==> src/drs_pkg.sv <==
// Package for the recency stack with duplicate removal.
// Field widths, request and status codes, FSM state and per-cell control struct.
// No dependencies.
`timescale 1ns / 1ps
`default_nettype none
package drs_pkg;
	localparam int KEY_W     = 32;
	localparam int PAY_W     = 32;
	localparam int FILL_W    = 9;
	localparam int DEPTH_DEF = 256;

	localparam logic REQ_PUSH   = 1'b0;
	localparam logic REQ_POP    = 1'b1;
	localparam logic STAT_OK    = 1'b0;
	localparam logic STAT_EMPTY = 1'b1;

	typedef enum logic {
		ST_IDLE,
		ST_APPLY
	} state_t;

	typedef struct packed {
		logic push;
		logic pop;
		logic hit_any;
	} cell_ctl_t;
endpackage
`default_nettype wire

==> src/drs_cell.sv <==
// One stack cell: holds a key/payload pair, compares its key, shifts from a neighbor.
// Depends on drs_pkg.
`timescale 1ns / 1ps
`default_nettype none
module drs_cell #(
	parameter int DEPTH = drs_pkg::DEPTH_DEF,
	parameter int IDX_W = 8,
	parameter int CNT_W = 9,
	parameter int IDX   = 0
) (
	input  wire logic                     clk,
	input  wire drs_pkg::cell_ctl_t       ctl,
	input  wire logic [IDX_W-1:0]         hit_idx,
	input  wire logic [CNT_W-1:0]         count,
	input  wire logic [drs_pkg::KEY_W-1:0] cmp_key,
	input  wire logic [drs_pkg::KEY_W-1:0] up_key,
	input  wire logic [drs_pkg::PAY_W-1:0] up_payload,
	input  wire logic [drs_pkg::KEY_W-1:0] dn_key,
	input  wire logic [drs_pkg::PAY_W-1:0] dn_payload,
	output logic      [drs_pkg::KEY_W-1:0] key,
	output logic      [drs_pkg::PAY_W-1:0] payload,
	output logic                          hit
);
	import drs_pkg::*;

	logic [KEY_W-1:0] key_q;
	logic [PAY_W-1:0] payload_q;
	logic             live;
	logic             take_up;

	assign live    = CNT_W'(IDX) < count;
	assign hit     = live && (key_q == cmp_key);
	assign take_up = ctl.push && (!ctl.hit_any || (IDX_W'(IDX) <= hit_idx));
	assign key     = key_q;
	assign payload = payload_q;

	// top of stack is cell 0; push shifts down to the removed duplicate, pop shifts up
	always_ff @(posedge clk) begin
		if (take_up) begin
			key_q     <= up_key;
			payload_q <= up_payload;
		end else if (ctl.pop) begin
			key_q     <= dn_key;
			payload_q <= dn_payload;
		end
	end
endmodule
`default_nettype wire

==> config.mk <==
export PLATFORM = sky130hd
export DESIGN_NAME = drs_cell
export DESIGN_NICKNAME = d
export VERILOG_FILES = /design/src/drs_pkg.sv /design/src/drs_cell.sv
export SDC_FILE = /design/constraint.sdc
export NUM_CORES = 1
export LEC_CHECK = 0
export BUFFER_PORTS_ARGS = -buffer_cell sky130_fd_sc_hd__buf_2
export CAP_MARGIN = 20
export CORE_AREA = 2 2 95 97
export CTS_CLUSTER_SIZE = 14
export DETAILED_ROUTE_END_ITERATION = 6
export DIE_AREA = 0 0 97 99
export PLACE_DENSITY = 0.8
export SETUP_SLACK_MARGIN = 0.2
export SLEW_MARGIN = 15
export SYNTH_ARGS = -nofsm -noshare
export SYNTH_HDL_FRONTEND = slang
export SYNTH_SLANG_ARGS = --single-unit
==> constraint.sdc <==
create_clock -name clk -period 2.32 [get_ports clk]
set_clock_uncertainty 0.05 [all_clocks]
set_input_delay 0.232 -clock clk [delete_from_list [all_inputs] [get_ports clk]]
set_output_delay 0.232 -clock clk [all_outputs]
set_load 0.01 [all_outputs]
-- After elaboration in Yosys (flattened, before gate mapping)
Index checks and enable logic that the tools add are counted.
- order comparisons: 2
- add/subtract/negate cells: 0
- divide/modulo/power cells: 0
- multiply operators: 0
- shift-type cells: 0
- bitwise logic cells: 0
- reductions and logical operators: 5
- muxes and demuxes: 4
- eq/ne operators: 1
- operators by type and width (cell ; number):
    32-bit two-way mux ; 4
    32-bit == test ; 1
    1-bit by 9-bit less-than comparator with 1-bit output, first input constant ; 1
    1-bit by 8-bit <= comparator with 1-bit output, first input constant ; 1
    1-bit logical AND ; 2
    2-bit nonzero test ; 1
    1-bit logical NOT ; 1
    1-bit logical OR ; 1
- latch bits: 0
- bits of input ports: 181
- flip-flop bits (word level): 64
- memory bits (read-only): 0
- memories kept: 0
- memory bits (writable): 0

-- Longest topological paths before layout
- depth in word-level cells: 4
- mapped depth: 4
- gate-level depth less buffers: 4

-- Worst setup path after synthesis
No wires, ideal clock.
- path kind: input to register
- from: in ctl[2] in the netlist's numbering
- to: reg key_q[0] (netlist: key[0]) (enable)
- cell stages on the path: 3
- slack: 429 ps
- arrival: 1447 ps
- setup time: 394 ps
- cell sequence: buf_2 -> buf_4 -> or2_2
- longest elaborated chain between the ends: 2
- RTL lines (element ; RTL line ; source):
    start: declaration ; drs_cell.sv:12 ; input wire drs_pkg::cell_ctl_t ctl,
    1-bit logical AND ; drs_cell.sv:33 ; assign take_up = ctl.push && (!ctl.hit_any || (IDX_W'(IDX) <= hit_idx));
    2-bit nonzero test (no source line) ; -- ;
    end signal: assignment ; drs_cell.sv:40 ; key_q <= up_key;
    end signal: assignment ; drs_cell.sv:43 ; key_q <= dn_key;
    end: declaration ; drs_cell.sv:26 ; logic [KEY_W-1:0] key_q;
No other way between the ends.
A chain may end at the register's enable or synchronous reset.

-- Worst setup path after layout
- from: reg key_q[11] (netlist: key[11])
- to: out hit
- longest elaborated chain between the ends: 2
- RTL lines (element ; RTL line ; source):
    32-bit == test ; drs_cell.sv:32 ; assign hit = live && (key_q == cmp_key);
    1-bit logical AND ; drs_cell.sv:32 ;
    end: declaration ; drs_cell.sv:22 ; output logic hit
No other way between the ends.

==> summary.txt <==
Worst setup path
  • Slowest CP cell: nor4_2
  • CP dominant cell by count: nor4_2
  • Critical path class: reg -> out
  • Crit path required time: 2.04 ns
  • Critical path arrival: 1.88 ns
  • CP Cell Sequence: xor2_1 > nor4_2 > nand3_1 > nor4_2 > buf_2
  • CP Capture Type: output pin
  • CP max stage delay: 0.41 ns
  • Crit path max fanout: 2
  • Critical path startpoint category: flip-flop

Clocking
  • H-tree depth: 3
  • TritonCTS Buffers: 9
  • CTS tree: done
  • CTS root buffer: clkbuf_8
  • Clock transition at path regs: 0.07 ns
  • Hold_buf cts: 0
  • Clock buffer depth: 2
  • Clock Sinks: 64

Drt
  • Routed via count: 2,454
  • Final WL: 7870 um
  • Iter 0 DRT Violations: 70
  • DRT antenna net count: 0
  • Drt drc: 0
  • Drt via density: 4.55
  • Routed len/inst: 14.6 um
  • Drt pass-1 iters: 3

Global route
  • Largest net degree at the start of global routing: 34
  • Initial antenna violation count: 0
  • Met1 usage: 0.174
  • Total GRT Usage: 0.164
  • GR Util met3: 0.0496
  • GR Util met2: 0.300
  • Busiest layer in global routing: met2
  • First-pass GRT wire length: 12,300 um
  • Grt ovf: 0
  • Vias in the first global route: 2,600

Timing
  • Max Freq: 0.463 GHz
  • TNS Setup: 0 ns
  • Final min period: 2.16 ns
  • Final setup fails: 0
  • Crit path setup slack, layout: 0.160 ns
  • Hold Fails Final Rpt: 0
  • Hold Worst Slack: 0.148 ns
  • Slew @ Worst Pin: 0.427 ns
  • Crit share post-route: 0.931
  • Slew Limit Fails: 0
  • Slew HR: 0.715
  • RSZ-0062 raised after global routing: yes

Placement
  • Port-buffer cells: 236
  • DP Wirelength: 6390 um
  • GP Congestion: 0.815
  • Dpl ws: 0.445 ns

Synthesis
  • Mapped Nets: 364
  • Synthesis Warnings: 0
  • Sequential fraction of the synthesis area: 0.623
  • Yosys reg bits: 64
  • Synthesized area: 0.00308 mm2
  • Syn Inst Count: 183
  • Avg Synthesized Cell Area: 16.8 um2
  • Count of different cell masters after synthesis: 13

Power and ir drop
  • Leak: 0.00208 uW
  • Psw: 711 uW
  • Clock share of power: 0.297
  • Sequential share of power: 0.507
  • Int Pwr: 2210 uW
  • Switching share of power: 0.243
  • Total power: 2920 uW
  • Combinational share of power: 0.197
  • Peak VDD IR: 0.291 mV
  • Power Dens Cells: 638 mW/mm2

Floorplanning
  • IO Pins: 246
  • Core area: 0.00855 mm2
  • Initial Utilization: 0.361
  • Die width: 97 um
  • Die H: 99 um
  • Row cnt: 34
  • Total die area: 0.00960 mm2

Finish
  • Filler cells: 766
  • Final Util: 0.536
  • Register area: 0.00192 mm2
  • Number of inserted diodes: 0
  • Area of the multi-input gates: 0.00112 mm2
  • Share of cells above drive strength 1: 0.747
  • Area grow syn2layout: 48.6%
  • Post-layout nets: 609

Run status
  • Run status: finished clean

Min path
  • Worst hold path type: in -> reg

Flow run
  • Maximum Capacitance Violations: 0
-- sequential cells by signal, indices dropped and copies added, names as in the netlist --
name / count
key: 32
payload: 32
-- cell usage in the layout (no fill, tap or decap), drive strengths merged --
cell type  instances
nor2               1
edfxtp            64
nor4               8
nand4              3
nand3              2
xor2              24
clkinv             3
mux2              64
nor3               1
bufinv             1
xnor2              8
clkbuf             9
clkinvlp           1
or2                1
buf              241
-- critical path, delay by kind of cell, from the launching register on --
kind	cells	cell delay, ns
xor gates and xnor gates	1	0.16
buffers and inverters	1	0.18
DFF	1	0.39
and+or+nand+nor	3	0.82
-- synthesized netlist by cell type --
cell type | instances | area, um2
buf_2 | 2 | 10.0
buf_4 | 5 | 37.5
edfxtp_1 | 64 | 1920
mux2_2 | 64 | 721
nand3_1 | 2 | 10.0
nand4_1 | 3 | 18.8
nor2_1 | 1 | 3.75
nor3_1 | 1 | 5.00
nor4_1 | 5 | 31.3
nor4_2 | 3 | 37.5
or2_2 | 1 | 6.26
xnor2_1 | 8 | 70.1
xor2_1 | 24 | 210
-- power groups by stage --
stage          logic, uW  registers [uW]  clock network, uW
2_1_floorplan        199            1570                  0
3_5_place_dp         579            1510                  0
3_3_place_gp         568            1500                  0
4_1_cts              585            1480                903
6_report             575            1480                867
5_1_grt              624            1500                944
-- through the flow --
stage | area [um2] | instances
CTS | 4580 | 539
finish | 4580 | 539
global placement | 4400 | 525
floorplan | 3080 | 183
global route | 4580 | 539
detailed placement | 4400 | 525
-- final cells by class --
type / instances / share of cell area
clock buffer: 9 / 0.0270
clock inverter: 5 / 0.0109
multi-input combinational: 112 / 0.244
sequential: 64 / 0.419
tap: 108 / 0.0295
timing repair buffer: 241 / 0.269
-- kinds of logic after synthesis --
family / synth area share
AND/OR/NAND/NOR: 0.0365
flip-flops: 0.623
buffers and inverters: 0.0154
multiplexers: 0.234
XOR/XNOR: 0.0909
-- layer usage --
layer	routed length, um	up-vias	share of wire
li1	-	1192	-
met3	705	13	0.090
met5	0	-	0
met2	4270	143	0.54
met4	144	0	0.018
met1	2750	1106	0.35
-- final timing paths --
kind | slack (ns) | end | startpoint | depth (start not counted)
setup / recovery | 0.16 | hit | key[11] | 5
hold / removal | 0.15 | key[11] | dn_key[11] | 2
-- timing repair --
item	in CTS	in global routing
buffers inserted	0	0
endpoints found under the setup margin	1	1
gates resized for setup	1	0
No activity file was read; power rests on OpenSTA's default activity.
